[src/skht_ram.sv]
// ----------------------------------------------------------------------------
// skht_ram
// Generic single-port-write, single-port-read RAM with registered read.
// ----------------------------------------------------------------------------
module skht_ram #(
  parameter int Width = 8,
  parameter int Depth = 16
) (
  input  logic                     clk,
  input  logic                     we,
  input  logic [$clog2(Depth)-1:0] waddr,
  input  logic [Width-1:0]         wdata,
  input  logic [$clog2(Depth)-1:0] raddr,
  output logic [Width-1:0]         rdata
);

  logic [Width-1:0] mem [Depth];

  always_ff @(posedge clk) begin
    if (we) begin
      mem[waddr] <= wdata;
    end
    rdata <= mem[raddr];
  end

endmodule

[config.mk]
export PLATFORM = sky130hd
export DESIGN_NAME = skht_ram
export DESIGN_NICKNAME = d
export VERILOG_FILES = /design/src/skht_ram.sv
export SDC_FILE = /design/constraint.sdc
export NUM_CORES = 1
export LEC_CHECK = 0
export BUFFER_PORTS_ARGS = -buffer_cell sky130_fd_sc_hd__buf_4
export CELL_PAD_IN_SITES_DETAIL_PLACEMENT = 0
export CELL_PAD_IN_SITES_GLOBAL_PLACEMENT = 1
export CORE_ASPECT_RATIO = 1.25
export CORE_MARGIN = 5
export CORE_UTILIZATION = 53
export DETAILED_ROUTE_END_ITERATION = 16
export GPL_TIMING_DRIVEN = 0
export PLACE_DENSITY_LB_ADDON = 0.15
export RECOVER_POWER = 50
export SKIP_LAST_GASP = 1
export SLEW_MARGIN = 20
export SYNTH_ARGS = -nofsm -noshare
export SYNTH_HDL_FRONTEND = slang
export SYNTH_SLANG_ARGS = --single-unit
[constraint.sdc]
create_clock -name clk -period 2.7 [get_ports clk]
set_clock_uncertainty 0.05 [all_clocks]
set_input_delay 0.54 -clock clk [delete_from_list [all_inputs] [get_ports clk]]
set_output_delay 0.54 -clock clk [all_outputs]
set_load 0.005 [all_outputs]
==> impl_summary.log <==
INFO  metric outcome = complete, no violations
INFO  metric synthesized_netlist_net_count = 247
INFO  metric worst-r2r-cell-count = 3
INFO  metric drtIter0Drc = between 150 and 200
INFO  metric die_extent_in_x = 98.1 um
INFO  metric hold_class = in2reg
INFO  metric antennaDiodeCount = 0
INFO  metric synthesis.area = 5150 um2
INFO  metric layout_worst_path_cycle_share = 70.4%
INFO  metric clkTransAtPathRegs = 0.06 ns
INFO  metric dr.pass1.iters = 4
INFO  metric cts-htree-levels = 4
INFO  metric synth_top_cell_area_share = 74.7%
INFO  metric buffer_ports.inserted = 24
INFO  metric rsz0062_at_grt = no
INFO  metric post-cts-setup-buffers = 0
INFO  metric post_cts_resized = 0
INFO  metric fmax = 0.526 GHz
INFO  metric clk_sink_count = 136
INFO  metric floorplan.rows = 40
INFO  metric routabilityCongestion = 0.696
INFO  metric ys_types = 19
INFO  metric largest_net_degree_at_the_start_of_global_routing = 17
INFO  metric hold_start = waddr[1]
INFO  metric floorplan.die.height = 120 um
INFO  metric dp_hpwl = slightly above 6000 um
INFO  metric cts_tree = done
INFO  metric timing.rr.start = mem[5][0]$_DFFE_PP_
INFO  metric timing_worst_slew_pin_value = 1.12 ns
INFO  metric synth_sequential_area_ratio = 77.8%
INFO  metric timing.setup.tns = 0 ns
INFO  metric grt_overflow_total = 0
INFO  metric top_cells_by_area_in_the_synthesized_netlist = sky130_fd_sc_hd__edfxtp_1 75%, sky130_fd_sc_hd__mux4_2 7.9%, sky130_fd_sc_hd__mux4_1 7.1%
INFO  metric design.core.area = 9560 um2
INFO  metric leakage = 2.04 nW
INFO  metric ant_nets = 0
INFO  metric layout.cells.most_common_list = 128 x sky130_fd_sc_hd__edfxtp_1, 18 x sky130_fd_sc_hd__mux4_2, 17 x sky130_fd_sc_hd__clkbuf_16, 16 x sky130_fd_sc_hd__buf_4, 16 x sky130_fd_sc_hd__a22oi_1
INFO  metric viasPerCell = 5.73
INFO  metric detail_route.drc_violations = 0
INFO  metric path_class = in2reg
INFO  metric timing.critical_path.required = about 2.7 ns
INFO  metric layout_min_cycle_time = 1.90 ns
INFO  metric synth_top_area_cell = sky130_fd_sc_hd__edfxtp_1
INFO  metric drv.max_cap_violation_count = 0
INFO  metric timing.final.max_slew_violations = 0
INFO  metric setup_viol_count_final = 0
INFO  metric totalWireLength = 9530 um
INFO  metric routed-via-count = ~2400
INFO  metric nNetsFinal = 290
INFO  metric min_path_cells = 2
INFO  metric synth-seq-cells = 136
INFO  metric synth_warnings = 0
INFO  metric cts.root.buffer_cell = sky130_fd_sc_hd__clkbuf_16
INFO  metric worst-path-max-fanout = 8
INFO  metric power.total = around 5 mW
INFO  metric worstReg2RegEnd = rdata[0]$_DFF_P_
INFO  metric syn_avg_cell_area = 22.5 um2
INFO  metric timing.critical_path.from_type = input pin
INFO  metric grt_pass1_vias = 2390
INFO  metric worst_ep_arrival_time = 1.88 ns
INFO  metric area_delta_synth_final = 18.7%
INFO  metric worstSkewPairLatency = 0.41 ns
INFO  metric final_layout_size_suffix_gt1_share = 27.4%
INFO  metric power.density = 829 nW/um2
INFO  metric boundaryPins = 26
INFO  metric globalRouteTotalUtil = about 18%
INFO  metric final_util = between 60 and 70%
INFO  metric initial_core_util = 53.8%
INFO  metric cts.hold.buffers_added = 0
INFO  metric global_route_wire_length_before_repair = 14500 um
INFO  metric cts_bufs_inserted = 17
INFO  metric layout_commonest_cell = sky130_fd_sc_hd__edfxtp_1
INFO  metric timing.max_slew.rel_slack = 25.1%
INFO  metric buffer_levels_on_the_longest_clock_path = 2
INFO  metric worst-r2r-setup-slack = about 1.2 ns
INFO  metric ir_drop = 557 uV
INFO  metric post_drt_wl_per_cell = 23.2 um
INFO  metric post_synth_inst_count = around 230
INFO  metric hold_violations = 0
INFO  metric antenna_found_initial = 0
INFO  metric timing.hold.worst_endpoint = mem[4][5]$_DFFE_PP_
INFO  metric end_kind = register
INFO  metric die_area = ~12000 um2
==> flip-flops by register name, summed over array words and instances, names as in the netlist <==
| name | count |
|---|---|
| mem | 128 |
| rdata | 8 |
==> stage by stage <==
step                std cells  setup slack (ns)  cell area, um2  hold WS (ns)
floorplan                 229             0.617            5150         0.579
global placement          379            0.0217            5490         0.606
detailed placement        379             0.397            5500         0.615
CTS                       411             0.833            6140         0.374
global route              411             0.749            6110         0.517
finish                    411             0.800            6110         0.513
==> metal layers <==
metal	wire, um	track usage [%]	part of all wire (%)
met1	4050	24.3	42
met2	4820	26.8	51
met3	542	5.94	5.7
met4	123	6.66	1.3
met5	0	0	0
==> logic make-up (layout without fill, tap and decap cells) <==
family | Yosys count | in the layout | share of synthesized area, %
flip-flops | 136 | 136 | 77.8
buffers and inverters | 10 | 66 | 1.68
multiplexers | 32 | 32 | 15.0
AO/OA/AOI/OAI | 16 | 16 | 2.33
AND/OR/NAND/NOR | 35 | 35 | 3.18
==> critical path, cell delays in order <==
cell and delay, ns:
sky130_fd_sc_hd__clkbuf_1 0.14, sky130_fd_sc_hd__or3b_2 0.53, sky130_fd_sc_hd__nor2_1 0.66
==> cell type report <==
class                      instances  area (um2)
multi-input combinational         83        1070
tap                              126         158
timing repair buffer              24         146
buffer                            10        86.3
fill                             677        3450
clock inverter                    13         201
clock buffer                      19         443
sequential                       136        4000
==> cells in the mapped netlist, drive strengths merged <==
cell type        n
and2             1
edfxtp         128
nand2b           2
nand3            1
or3b             1
dfxtp            8
nand3b           2
nor2            13
mux4            32
clkdlybuf4s25    3
nor3             4
and2b            1
nor2b            1
nand2            9
buf              7
a22oi           16
==> worst max path at each step <==
stage | startpoint | endpoint | slack [ns] | depth (start not counted)
global route | we | mem[2][1]$_DFFE_PP_ | 0.75 | 3
detailed placement | waddr[2] | mem[2][2]$_DFFE_PP_ | 0.40 | 3
CTS | waddr[2] | mem[2][1]$_DFFE_PP_ | 0.83 | 3
global placement | waddr[2] | mem[0][2]$_DFFE_PP_ | 0.02 | 3
floorplan | waddr[2] | mem[0][0]$_DFFE_PP_ | 0.62 | 2
finish | we | mem[2][5]$_DFFE_PP_ | 0.80 | 3
==> power breakdown <==
part           switching [mW]  leakage (nW)  total (mW)  internal, mW
Clock                   0.811         0.309        2.47          1.66
Combinational           0.128         0.505       0.229         0.101
Sequential             0.0112          1.22        2.37          2.36
Power figures use the tool's default switching activity.
