### config.mk
export PLATFORM = sky130hd
export DESIGN_NAME = skht_queue
export DESIGN_NICKNAME = d
export VERILOG_FILES = /design/src/skht_pkg.sv /design/src/skht_queue.sv
export SDC_FILE = /design/constraint.sdc
export NUM_CORES = 1
export LEC_CHECK = 0
export BUFFER_PORTS_ARGS = -buffer_cell sky130_fd_sc_hd__buf_2
export CAP_MARGIN = 20
export CORE_MARGIN = 3
export CORE_UTILIZATION = 51
export CTS_CLUSTER_SIZE = 12
export DETAILED_ROUTE_END_ITERATION = 12
export HOLD_SLACK_MARGIN = 0.08
export PLACE_DENSITY = 0.83
export RECOVER_POWER = 25
export SLEW_MARGIN = 15
export SYNTH_ARGS = -nofsm -noshare
export SYNTH_HDL_FRONTEND = slang
export SYNTH_SLANG_ARGS = --single-unit
### constraint.sdc
create_clock -name clk -period 2.06 [get_ports clk]
set_clock_uncertainty 0.05 [all_clocks]
set_input_delay 0.412 -clock clk [delete_from_list [all_inputs] [get_ports clk]]
set_output_delay 0.412 -clock clk [all_outputs]
set_load 0.01 [all_outputs]
### src/skht_pkg.sv
// ----------------------------------------------------------------------------
// skht_pkg
// Shared constants and types for the string-key hash table.
// ----------------------------------------------------------------------------
package skht_pkg;

  localparam int TableSlots = 128;
  localparam int MaxKeyLen  = 20;
  localparam int HashSeed   = 5381;

  localparam int SlotW  = $clog2(TableSlots);
  localparam int LenW   = $clog2(MaxKeyLen + 1);
  localparam int PosW   = (MaxKeyLen > 1) ? $clog2(MaxKeyLen) : 1;
  localparam int KeyMemDepth = TableSlots * MaxKeyLen;
  localparam int KeyAddrW    = $clog2(KeyMemDepth);

  localparam logic [SlotW-1:0] HashInit = SlotW'(HashSeed % TableSlots);

  typedef enum logic [2:0] {
    ST_OK        = 3'd0,
    ST_NOT_FOUND = 3'd1,
    ST_TOO_LONG  = 3'd2,
    ST_FULL      = 3'd3,
    ST_SKIPPED   = 3'd4
  } status_t;

  localparam logic REQ_INSERT = 1'b0;
  localparam logic REQ_LOOKUP = 1'b1;

  // Command from front to back.
  typedef struct packed {
    logic             req_type;
    logic             overlong;
    logic [LenW-1:0]  key_len;
    logic [SlotW-1:0] hash;
    logic [6:0]       insert_value;
  } cmd_t;

  typedef struct packed {
    status_t    status;
    logic [6:0] found_value;
    logic [6:0] slot_index;
  } result_t;

endpackage

### src/skht_queue.sv
// ----------------------------------------------------------------------------
// skht_queue
// Two-entry command queue between front and back.
// ----------------------------------------------------------------------------
module skht_queue (
  input  logic           clk,
  input  logic           rst,
  input  logic           push,
  input  skht_pkg::cmd_t din,
  output logic           full,
  input  logic           pop,
  output logic           valid,
  output skht_pkg::cmd_t dout
);

  skht_pkg::cmd_t mem [2];
  logic           wp;
  logic           rp;
  logic [1:0]     count;

  assign full  = (count == 2'd2);
  assign valid = (count != 2'd0);
  assign dout  = mem[rp];

  always_ff @(posedge clk) begin
    if (push) begin
      mem[wp] <= din;
    end
    if (rst) begin
      wp    <= 1'b0;
      rp    <= 1'b0;
      count <= '0;
    end else begin
      if (push) wp <= !wp;
      if (pop)  rp <= !rp;
      count <= count + {1'b0, push} - {1'b0, pop};
    end
  end

endmodule

==> results.md <==
* Status: finished clean
* Via count at 910
* VDD IR max at 0.0004832 V
* Grt total ovfl at 0
* Reg2reg path depth at 6
* Post-CTS Hold Buffers at 0
* Crit. End Element: output pin
* Clk slew on worst S/H paths at 0.12 ns
* Initial antenna violation count at 0
* RSZ-0062 raised after global routing: no
* Crit path buf inv count at 2
* Required @ worst endpoint at 1.60 ns
* Nets at 170
* Layout area overhead at 21.93%
* N_diodes at 0
* Final Max Tran Viols at 0
* Tot Pwr at 1.946 mW
* Post-synthesis cell type count at 13
* Core area at 3390 sq um
* # Max-Cap Violations at 0
* Mapped Nets at 113
* Slowest CP cell: dfxtp_1
* Antenna viol nets, final at 0
* CTS Buf Count at 5
* FF-to-FF setup slack at 0.62 ns
* Post-Synthesis Cell Area at 1814 sq um
* Slowest cell delay on critical path at 0.37 ns
* Number of I/O pins at 48
* Number of clock sinks at 47
* Top cells by area, synth: edfxtp_1, mux2_4, dfxtp_1
* Placed cells at 182
* Post-CTS Setup Bufs at 0
* Hold wc startpoint: din[12]
* Flops & latches, synth at 47
* End point of the worst hold path: mem[1][12]
* Vias per std cell at 4.789
* Layout cell share with drive strength beyond 1 at 55.56%
* Fin crit share at 90.15%
* Max clock buf depth at 2
* Hold Path Cell Cnt at 1
* DR iter-0 viols at 24
* Drc violations at 0
* Core Rows at 21
* Worst setup path class: flip-flop to output pin
* TritonCTS clock tree: yes
* GRT Total Usage at 13.48%
* Die extent in x at 65.65 um
* Post-synth top area share at 69.52%
* Setup Viol. Count Final at 0
* Largest net degree at the start of global routing at 22
* DRT Pass-1 Iters at 4
* Die H at 65.65 um
* Root buf cell: clkbuf_4
* Max Fclk at 538.4 MHz
* CTS-repair resized insts at 0
* Routability cong. at 0.6725
* Least-Margin Pin Slew at 0.4180 ns
* Register area share after synthesis at 75.03%
* Crit path max-delay family: flip-flops
* Worst Path Arrival at 1.40 ns
* Crit path max fanout at 21
* Starting Density at 53.53%
* Worst R2R Start: count[0]
* Worst skew pair latency at 0.33 ns
* Die Area at 4309 sq um
* Worst slew margin at 72.01%
* RR Endpoint: count[1]
* Commonest non-fill, non-tap cell in the layout: buf_2
* Fill cells at 236
* Syn Area/Cell at 21.10 sq um
* Warnings from Yosys at 0
* DP HPWL at 2022 um
* Hold Vio Cnt, Final at 0
* P per Cell Area at 879.6 nW/um^2
* Post-synth top area cell: edfxtp_1
* First-pass GRT wire length at 4105 um
* Routed wire per std cell at 14.19 um
* HP Class: primary input to flip-flop
* TNS Setup at 0 ns
* Non-Filler Instances at 190
* Startpoint types: flip-flop
* Routed WL at 2697 um
* Worst-path cell chain: buf_12, mux2_1, buf_2
* Port Buffers at 47
* Worst hold slack at 0.1957 ns
* H-tree depth at 2
* Leak at 0.9079 nW
* Min cycle time layout at 1.857 ns
* Post-Synthesis Cells at 86
* Vias in the first global route at 884
* Commonest cells after routing, fill and taps aside: buf_2, edfxtp_1, mux2_4
through the flow:
stage,worst slack [ns],cell area [sq um],utilization (%)
after floorplan,0.2191,1814,-
after global placement,0.5213,2137,63.05
after detailed placement,0.4641,2137,63.05
after CTS,0.1793,2213,65.30
after global routing,0.1029,2212,65.26
final,0.2028,2212,65.26
worst register-to-register path, stage by stage, from the launching register on:
cell	delay, ns
dfxtp_1	0.36
inv_1	0.05
ha_1	0.26
inv_1	0.06
ha_1	0.14
xnor3_1	0.38
nor2_1	0.09
power breakdown:
| part | switching [mW] | internal (mW) |
|---|---|---|
| clock network | 0.254 | 0.250 |
| logic | 0.136 | 0.173 |
| registers | 0.0236 | 1.11 |
| total | 0.414 | 1.53 |
cell type report:
cell class	instances	area [sq um]	area share [%]
Clock buffer	5	37.54	1.697
Timing Repair Buffer	52	284.0	12.84
Tap cell	46	57.56	2.602
Clock inverter	3	38.79	1.753
Sequential cell	47	1361	61.54
Multi-Input combinational cell	35	425.4	19.23
Inverter	2	7.507	0.3394
how the worst max path moves through the flow:
stage | startpoint | to | depth (start not counted)
after floorplan | push | mem[0][0] | 1
after global placement | pop | count[1] | 6
after detailed placement | pop | count[1] | 6
after CTS | flip-flop | dout[20] | 3
after global routing | flip-flop | dout[20] | 3
final | flip-flop | dout[20] | 3
cells in the mapped netlist (all sizes together):
master and n:
nor2b 3, mux2 21, nor2 4, buf 2
dfxtp 5, inv 2, and2 1, xnor3 1
or2 1, edfxtp 42, xnor2 2, ha 2
kinds of logic after synthesis:
logic type	count (synthesis)	synth area share, %
multiplexers	21	17.17
AND/OR/NAND/NOR	9	2.552
flip-flops	47	75.03
XOR/XNOR	3	2.207
buffers and inverters	4	1.655
adder cells (fa/ha/maj)	2	1.379
sequential cells by signal, indices dropped and copies added, names as in the netlist, named ones only:
signal,cells
wp,1
mem,42
count,2
rp,1
per-layer routing:
metal	up-vias	GRT usage, %	wire, um	part of all wire [%]
met5	-	0	0	0
li1	440	-	-	-
met3	5	4.274	159	5.9
met2	25	24.41	1493	55
met4	0	7.772	65	2.4
met1	440	13.28	978	36
Power figures use the tool's default switching activity.
