`src/skht_pkg.sv`:
```
// ----------------------------------------------------------------------------
// skht_pkg
// Shared constants and types for the string-key hash table.
// ----------------------------------------------------------------------------
package skht_pkg;

  localparam int TableSlots = 128;
  localparam int MaxKeyLen  = 20;
  localparam int HashSeed   = 5381;

  localparam int SlotW  = $clog2(TableSlots);
  localparam int LenW   = $clog2(MaxKeyLen + 1);
  localparam int PosW   = (MaxKeyLen > 1) ? $clog2(MaxKeyLen) : 1;
  localparam int KeyMemDepth = TableSlots * MaxKeyLen;
  localparam int KeyAddrW    = $clog2(KeyMemDepth);

  localparam logic [SlotW-1:0] HashInit = SlotW'(HashSeed % TableSlots);

  typedef enum logic [2:0] {
    ST_OK        = 3'd0,
    ST_NOT_FOUND = 3'd1,
    ST_TOO_LONG  = 3'd2,
    ST_FULL      = 3'd3,
    ST_SKIPPED   = 3'd4
  } status_t;

  localparam logic REQ_INSERT = 1'b0;
  localparam logic REQ_LOOKUP = 1'b1;

  // Command from front to back.
  typedef struct packed {
    logic             req_type;
    logic             overlong;
    logic [LenW-1:0]  key_len;
    logic [SlotW-1:0] hash;
    logic [6:0]       insert_value;
  } cmd_t;

  typedef struct packed {
    status_t    status;
    logic [6:0] found_value;
    logic [6:0] slot_index;
  } result_t;

endpackage

```
`src/skht_front.sv`:
```
// ----------------------------------------------------------------------------
// skht_front
// Collects key bytes, runs the hash, and issues a command at each terminator.
// Key bytes go into one of two buffer banks; the bank flips per command.
// ----------------------------------------------------------------------------
module skht_front (
  input  logic                         clk,
  input  logic                         rst,
  input  logic                         in_valid,
  output logic                         in_ready,
  input  logic                         req_type,
  input  logic [7:0]                   key_byte,
  input  logic [6:0]                   insert_value,
  // key buffer write port
  output logic                         kb_we,
  output logic [skht_pkg::PosW:0]      kb_waddr,
  output logic [7:0]                   kb_wdata,
  // command queue push
  output logic                         cmd_push,
  output skht_pkg::cmd_t               cmd,
  input  logic                         cmd_full,
  input  logic                         bank_free
);

  logic [skht_pkg::LenW-1:0]  key_count;
  logic [skht_pkg::SlotW-1:0] running_hash;
  logic                       key_overlong;
  logic                       bank;
  logic                       is_term;
  logic [skht_pkg::SlotW+5:0] hash_wide;

  assign is_term  = (key_byte == 8'd0);
  assign in_ready = !is_term || (!cmd_full && bank_free);

  assign hash_wide = ({6'd0, running_hash} << 5) + {6'd0, running_hash}
                     + (skht_pkg::SlotW + 6)'(key_byte);

  assign kb_we    = in_valid && in_ready && !is_term
                    && (key_count < skht_pkg::LenW'(skht_pkg::MaxKeyLen));
  assign kb_waddr = {bank, key_count[skht_pkg::PosW-1:0]};
  assign kb_wdata = key_byte;

  assign cmd_push          = in_valid && in_ready && is_term;
  assign cmd.req_type      = req_type;
  assign cmd.overlong      = key_overlong;
  assign cmd.key_len       = key_count;
  assign cmd.hash          = running_hash;
  assign cmd.insert_value  = insert_value;

  always_ff @(posedge clk) begin
    if (rst) begin
      key_count    <= '0;
      running_hash <= skht_pkg::HashInit;
      key_overlong <= 1'b0;
      bank         <= 1'b0;
    end else if (in_valid && in_ready) begin
      if (is_term) begin
        key_count    <= '0;
        running_hash <= skht_pkg::HashInit;
        key_overlong <= 1'b0;
        bank         <= !bank;
      end else begin
        running_hash <= hash_wide[skht_pkg::SlotW-1:0];
        if (kb_we) begin
          key_count <= key_count + 1'b1;
        end else begin
          key_overlong <= 1'b1;
        end
      end
    end
  end

endmodule

```
`config.mk`:
```
export PLATFORM = sky130hd
export DESIGN_NAME = skht_front
export DESIGN_NICKNAME = d
export VERILOG_FILES = /design/src/skht_pkg.sv /design/src/skht_front.sv
export SDC_FILE = /design/constraint.sdc
export NUM_CORES = 1
export LEC_CHECK = 0
export CORE_MARGIN = 2
export CORE_UTILIZATION = 45
export DETAILED_ROUTE_END_ITERATION = 8
export DONT_BUFFER_PORTS = 1
export HOLD_SLACK_MARGIN = 0.08
export PLACE_DENSITY = 0.71
export SLEW_MARGIN = 0
export SYNTH_ARGS = -nofsm -noshare
export SYNTH_HDL_FRONTEND = slang
export SYNTH_SLANG_ARGS = --single-unit
export TNS_END_PERCENT = 50
```
`constraint.sdc`:
```
create_clock -name clk -period 3.5 [get_ports clk]
set_input_delay 0.7 -clock clk [delete_from_list [all_inputs] [get_ports clk]]
set_output_delay 0.7 -clock clk [all_outputs]
set_load 0.02 [all_outputs]
```
==> results of run 1 <==
==> worst max-delay path, cell delays in order <==
cell,delay [ns]
sky130_fd_sc_hd__or4_1,0.67
sky130_fd_sc_hd__o211ai_1,0.40
sky130_fd_sc_hd__inv_1,0.20
==> layout by cell type, fill, tap and decap left out, drive strengths merged, types with 2 or more instances in the layout <==
master	count
xnor2	4
nand3	6
nor4	2
fa	2
clkbuf	4
nand2	6
inv	7
dfxtp	14
o2111ai	2
nor2	8
a21oi	2
nor2b	2
a22oi	2
o211ai	2
or4	3
o21ai	2
ha	11
a211o	2
o31ai	2
xor2	2
o21a	3
==> cell usage after synthesis, drive strengths merged (3+ instances only) <==
cell / instances
buf: 25
dfxtp: 14
nor2: 8
xnor2: 4
nand2: 6
or4: 3
inv: 7
ha: 11
o21a: 3
nand3: 6
==> metal layers <==
metal / up-vias / wire, um / GRT usage, %
met1: 369 / 1020 / 20.6
met5: - / 0 / 0
li1: 395 / - / -
met3: 9 / 165 / 2.50
met2: 40 / 1050 / 27.2
met4: 0 / 48 / 9.17
==> path summary, 6_finish.rpt <==
kind	end	from
min reg2reg	running_hash[5]	running_hash[5]
max	kb_we	key_byte[5]
max reg2reg	running_hash[6]	running_hash[0]
min	running_hash[4]	rst
==> where the power goes <==
part | leakage, nW | switching, mW | internal [mW] | total (mW)
Clock | 0.0210 | 0.0574 | 0.0633 | 0.121
Combinational | 0.277 | 0.0683 | 0.0667 | 0.135
Sequential | 0.115 | 0.0397 | 0.175 | 0.214
==> flip-flops by register name, indices dropped and copies added (netlist names) <==
signal,flops
key_count,5
bank,1
key_overlong,1
running_hash,7
==> cell type report <==
cell class	count	share of cell area [%]
multi-input cells	80	62.0
flip-flops and latches	14	27.5
inverters	7	2.58
clock buffers	4	3.56
repair buffers	1	0.736
well taps	30	3.68
==> logic make-up after synthesis <==
logic type	count (synthesis)	synth area share, %
buf+inv	33	18.9
simple gates	33	14.9
compound gates	27	19.5
flops	14	24.9
fa+ha+maj	13	15.8
xor+xnor	6	4.67
mux	1	1.33
==> per-stage QoR <==
step	area, um^2	total power [mW]
detailed placement	983	0.353
global route	1020	0.503
global placement	983	0.350
floorplan	1120	0.357
CTS	1020	0.474
finish	1020	0.470
==> metrics.sh, run 1 <==
RUN_STATUS='finished clean'
DIE-HEIGHT_UM=54.0
REGAREA_UM2=280
MAX_SLEW_MARGIN_PCT=64.0
FINAL_CORE_UTIL_PCT=41.9
CELL_AREA_SYNTH_UM2=1120
CTS.PATH.MAX_BUFFERS=2
YOSYS.CELL_TYPES.COUNT=41
CRITICAL_PATH_CLASS='in -> out'
WORST_R2R_PATH_DEPTH=5
TIMING.FINAL.WS_SETUP_NS=0.828
WORST-ENDPOINT-ARRIVAL_NS=1.97
CP-START-KIND='input port'
POST_SYN_AREA_PER_CELL_UM2=8.86
WORSTMARGINPINSLEW_NS=0.534
DRT_ITER0_MARKERS=17
SLEW_VIOLATIONS=0
HOLD_PATH_DEPTH=1
TIMING.FINAL.HOLD_VIOLATIONS=0
YOSYSSEQAREASHARE_PCT=24.9
GRT_FIRST_PASS_WIRELENGTH_UM=3460
DIE_X_UM=54.0
SETUP-VIOLATIONS-FINAL=0
GRT_SETUP_UNREPAIRED='false'
POST_ROUTE_MINIMUM_PERIOD_NS=2.67
DPL.HPWL_UM=1850
NUMBER_OF_ANTENNA_VIOLATIONS_AT_THE_FIRST_CHECK_IN_GLOBAL_ROUTING=0
FINAL_ESTIMATED_ROUTING_CONGESTION_IN_GLOBAL_PLACEMENT=0.815
SYNTH_CELLS=127
GROUTE.USAGE.OVERALL_PCT=16.6
R2R_SLACK_NS=1.43
NUMBER_OF_GLOBAL_ROUTE_VIAS_BEFORE_REPAIR=783
SYNTH.TOP_CELLS.BY_AREA='sky130_fd_sc_hd__dfxtp_1 (25%), sky130_fd_sc_hd__buf_4 (15%), sky130_fd_sc_hd__ha_1 (12%), sky130_fd_sc_hd__fa_1 (3.6%), sky130_fd_sc_hd__xnor2_1 (3.1%)'
CTS_INSERTED_BUFFERS=3
LARGEST_NET_DEGREE_AT_THE_START_OF_GLOBAL_ROUTING=10
CLOCK_TREE.HTREE_LEVEL_COUNT=1
VDD.IR_DROP.WORST_uV=184
DR.PASS1.ITERS=4
GRT_REMAINING_OVERFLOW=0
CELLLEAKAGEPOWER_nW=0.413
CRIT_PATH_END_KIND='output port'
POST-PLACE-WS_NS=0.819
CTS.ROOT.BUFFER_CELL='sky130_fd_sc_hd__clkbuf_4'
FLOORPLAN.CORE_AREA_UM2=2430
CRIT_FANOUT=7
WL_PER_CELL_UM=16.8
POST_LAYOUT_NONFILLER_INSTANCES=136
REMAINING_NUMBER_OF_NETS_FLAGGED_BY_THE_ANTENNA_CHECK_AFTER_ROUTING=0
START_UTIL_PCT=46.2
SYNTH_TOP_CELL_BY_AREA='sky130_fd_sc_hd__dfxtp_1'
TRITONCTS='built'
FMAXACHIEVABLE_MHz=374
ASYNC_FLOP_SHARE_PCT=0
FIN_CRIT_SH_PCT=76.4
WORST_HOLD_PATH_TYPE='in -> reg'
POSTSYNTHREGISTERBITS=14
FINAL_LAYOUT_SIZE_SUFFIX_GT1_SHARE_PCT=6.60
CTS_REPAIR_RESIZE_COUNT=0
FLOORPLAN.ROWS=18
BOUNDARYPINS=59
DETAIL_ROUTE.VIAS_PER_CELL=5.98
SYNTH_ENABLE_FLOP_CELLS=0
VIAS=813
SYNTHFLOPTYPE='sky130_fd_sc_hd__dfxtp_1'
HOLD_WS_NS=0.469
NUM-FILL-CELLS=227
CTS_SETUP_BUFFERS=0
MULTI_INPUT_LOGIC_AREA_UM2=632
CTS.SINKS=14
SYNTH_FP_NETS=161
TIMING.MAX_CAP.VIOLATIONS=0
REQUIRED_NS=2.80
FLOORPLAN.DIE_AREA_UM2=2920
CLK_PIN_SLEW_WORST_PATHS_NS=0.09
FINAL.SETUP.TNS_NS=0
YS.WARNINGS.COUNT=0
CTSHOLDBUFFERS=0
PLACED_CELLS=132
LAYOUT-AREA-OVERHEAD-VS-SYNTH_PCT=-9.34
TIMING.CLOCK.SKEW_NS=0.00406
POST-ROUTE-DRC-COUNT=0
POWER_DENSITY_nW_PER_UM2=461
SYNTHDOMINANTCELLAREASHARE_PCT=24.9
ROUTED_WIRELENGTH_UM=2280
CLK_LATENCY_NS=0.29
PORT_BUFFER_COUNT=0
INSERTEDDIODECOUNT=0
FINAL_NETS=141
No activity file was read; power rests on OpenSTA's default activity.
==> run 2, diff against run 1 <==
- ABC_AREA: unset -> 1
- clock period: 3.5 -> 2.69 ns (I/O delays scaled with it)
==> run 2 against run 1 <==
Compared with the run above: area after synthesis grew 11%; worst hold slack worse by 0.17 ns; final area up 12%; wire length decreased by 1.3%; critical path depth did not move.
==> metrics.sh, run 2 <==
RUN_STATUS='finished clean'
WORSTMARGINPINSLEW_NS=0.541
POST-ROUTE-DRC-COUNT=0
CELL_AREA_SYNTH_UM2=1250
WORST-ENDPOINT-ARRIVAL_NS=1.58
REMAINING_NUMBER_OF_NETS_FLAGGED_BY_THE_ANTENNA_CHECK_AFTER_ROUTING=0
ASYNC_FLOP_SHARE_PCT=0
SYNTH_SIMPLE_GATE_AREA_SHARE_PCT=31.9
SYNTHADDERAREAFRAC_PCT=14.3
POST_ROUTE_MINIMUM_PERIOD_NS=2.12
CPLARGESTDELAYFAMILY='flip-flops'
ROUTED_WIRELENGTH_UM=2250
CRIT_PATH_END_KIND='output port'
YS.WARNINGS.COUNT=0
POST_SYN_AREA_PER_CELL_UM2=7.08
YOSYS.CELL_TYPES.COUNT=26
TIMING.CLOCK.SKEW_NS=0.00707
CTS_INSERTED_BUFFERS=3
NUMBER_OF_ANTENNA_VIOLATIONS_AT_THE_FIRST_CHECK_IN_GLOBAL_ROUTING=0
FIN_CRIT_SH_PCT=78.8
FINAL_ESTIMATED_ROUTING_CONGESTION_IN_GLOBAL_PLACEMENT=0.795
SYNTH_FP_NETS=210
CTS_SETUP_BUFFERS=0
DIE_X_UM=56.6
NUMBER_OF_GLOBAL_ROUTE_VIAS_BEFORE_REPAIR=949
SYNTH_MOST_COMMON_CELL='sky130_fd_sc_hd__nand2_1'
TIMING.FINAL.HOLD_VIOLATIONS=0
CP-START-KIND='register'
CELLLEAKAGEPOWER_nW=0.593
MOSTFREQUENTLAYOUTCELLS='sky130_fd_sc_hd__nand2_1 (40), sky130_fd_sc_hd__inv_1 (25), sky130_fd_sc_hd__nor2_1 (17)'
CLK_PIN_SLEW_WORST_PATHS_NS=0.09
CRIT_BUF_INV=1
SYNTH_CELLS=176
WL_PER_CELL_UM=12.0
VIAS=936
CRITPATHSLOWESTCELL='sky130_fd_sc_hd__dfxtp_1'
SEQPWRFRAC_PCT=45.0
SYNTHFLOPTYPE='sky130_fd_sc_hd__dfxtp_1'
SYNTH_TOP_CELL_BY_AREA='sky130_fd_sc_hd__dfxtp_1'
NUM-FILL-CELLS=293
SLEW_VIOLATIONS=0
MOSTFREQUENTLAYOUTCELL='sky130_fd_sc_hd__nand2_1'
GROUTE.USAGE.OVERALL_PCT=15.7
FINAL_NETS=191
CTSHOLDBUFFERS=0
DETAIL_ROUTE.VIAS_PER_CELL=5.01
ROUTED-WL-MET2_UM=1150
P_COMB_SHARE_PCT=29.4
CTS.PATH.MAX_BUFFERS=2
CRIT_FANOUT=6
FMAXACHIEVABLE_MHz=472
LAYOUT-AREA-OVERHEAD-VS-SYNTH_PCT=-8.13
TOTAL_SWITCHING_POWER_mW=0.220
POWER_mW=0.604
WL_MET3_UM=160
CLOCK_TREE.HTREE_LEVEL_COUNT=1
TIMING.MAX_CAP.VIOLATIONS=0
LARGEST_REGISTER='running_hash'
PORT_BUFFER_COUNT=0
FINAL.SETUP.TNS_NS=0
SYNTH_COMPOUND_AREA_SHARE_PCT=7.53
SYNTH.AREA.MUX_SHARE_PCT=0
MAX_FFS_PER_REGISTER=7
POSTSYNTHREGISTERBITS=14
SYNTHDOMINANTCELLAREASHARE_PCT=22.5
SYNTH_ENABLE_FLOP_CELLS=0
GRT_REMAINING_OVERFLOW=0
GRT_FIRST_PASS_WIRELENGTH_UM=4020
DIE-HEIGHT_UM=56.6
MAX_SLEW_MARGIN_PCT=63.9
POWER_DENSITY_nW_PER_UM2=528
CTS_REPAIR_RESIZE_COUNT=0
CRITICAL-PATH-MAX-STAGE-DELAY_NS=0.50
DRT_ITER0_MARKERS=25
FLOORPLAN.ROWS=19
LARGEST_NET_DEGREE_AT_THE_START_OF_GLOBAL_ROUTING=10
SETUP-VIOLATIONS-FINAL=0
CRITICAL_PATH_CLASS='reg -> out'
REQUIRED_NS=2.15
TOP_LAYER_USED='met4'
ROUTEDLENGTHMET1_UM=925
START_UTIL_PCT=46.4
DR.PASS1.ITERS=4
SYNTH-XOR-AREA-SHARE_PCT=2.11
BOUNDARYPINS=59
VDD.IR_DROP.WORST_uV=250
SYNTH.TOP_CELLS.BY_AREA='sky130_fd_sc_hd__dfxtp_1 (22%), sky130_fd_sc_hd__buf_4 (14%), sky130_fd_sc_hd__nand2_1 (12%), sky130_fd_sc_hd__ha_1 (11%), sky130_fd_sc_hd__inv_1 (7.5%)'
YOSYSSEQAREASHARE_PCT=22.5
CLK_LATENCY_NS=0.28
CTS.ROOT.BUFFER_CELL='sky130_fd_sc_hd__clkbuf_4'
TRITONCTS='built'
INSERTEDDIODECOUNT=0
CTS.SINKS=14
GRT_SETUP_UNREPAIRED='false'
WORST_HOLD_PATH_TYPE='in -> reg'
FINAL_LAYOUT_SIZE_SUFFIX_GT1_SHARE_PCT=12.2
FLOORPLAN.CORE_AREA_UM2=2690
SYNTH_TOP_FAMILY_BY_AREA='simple AND/OR/NAND/NOR gates'
SWITCHING_PART_OF_THE_TOTAL_POWER_PCT=36.4
FLOORPLAN.DIE_AREA_UM2=3210
INTERNAL_POWER_mW=0.384
DPL.HPWL_UM=1840
WORSTPATHCELLLIST='o21ai_1, inv_1, nor3_2'
POST_SYNTH_MOST_FREQUENT_CELLS='sky130_fd_sc_hd__nand2_1 (40), sky130_fd_sc_hd__inv_1 (25), sky130_fd_sc_hd__buf_4 (23)'
BIGGESTREGSBYFLOPS='running_hash (7), key_count (5)'
POWER.CLOCK.FRACTION_PCT=25.6
## run 2: cells by family after synthesis
| group | count (synthesis) |
|---|---|
| AO/OA/AOI/OAI | 16 |
| flip-flops | 14 |
| AND/OR/NAND/NOR | 81 |
| adder cells (fa/ha/maj) | 13 |
| XOR/XNOR | 3 |
| buffers and inverters | 49 |
## run 2: worst reg2reg max path: cells and delay by family, from the launching register on
kind | cells | cell delay, ns
compound gates | 1 | 0.13
simple gates | 5 | 0.47
flops | 1 | 0.55
fa+ha+maj | 2 | 0.84
## run 2: power groups by stage
stage	clock [mW]	sequential, mW	combinational [mW]
3_5_place_dp	0	0.277	0.179
4_1_cts	0.161	0.273	0.180
5_1_grt	0.173	0.276	0.209
6_report	0.155	0.272	0.178
2_1_floorplan	0	0.267	0.196
3_3_place_gp	0	0.277	0.173
## run 2: layout make-up
type | count | area (um^2) | share of cell area, %
flip-flops and latches | 14 | 280 | 24.5
clock buffers | 4 | 36.3 | 3.17
multi-input cells | 113 | 696 | 60.8
well taps | 31 | 38.8 | 3.39
inverters | 25 | 93.8 | 8.20
## run 2: path summary, 6_finish.rpt
kind                                       from         endpoint  slack [ns]  cells after the start
worst max-delay path               key_count[3]            kb_we        0.57                      3
worst min register to register  running_hash[4]  running_hash[4]        0.58                      2
worst min-delay path                        rst     key_count[3]        0.30                      1
worst max register to register  running_hash[0]  running_hash[6]        0.64                      8
## run 2: metrics by stage
stage / utilization, % / cell area [um^2] / worst slack (ns) / hold slack [ns] / std cells
detailed placement: 41.3 / 1110 / 0.649 / 0.569 / 183
floorplan: - / 1250 / 0.744 / 0.438 / 176
global placement: 41.3 / 1110 / 0.665 / 0.571 / 183
global route: 42.6 / 1140 / 0.437 / 0.274 / 187
finish: 42.6 / 1140 / 0.571 / 0.302 / 187
CTS: 42.6 / 1140 / 0.553 / 0.295 / 187
## run 2: metal layers
metal  up-vias  global-route usage (%)
li1        485                       -
met5         -                       0
met2        33                    27.6
met4         0                    4.42
met3         4                    4.38
met1       414                    18.6
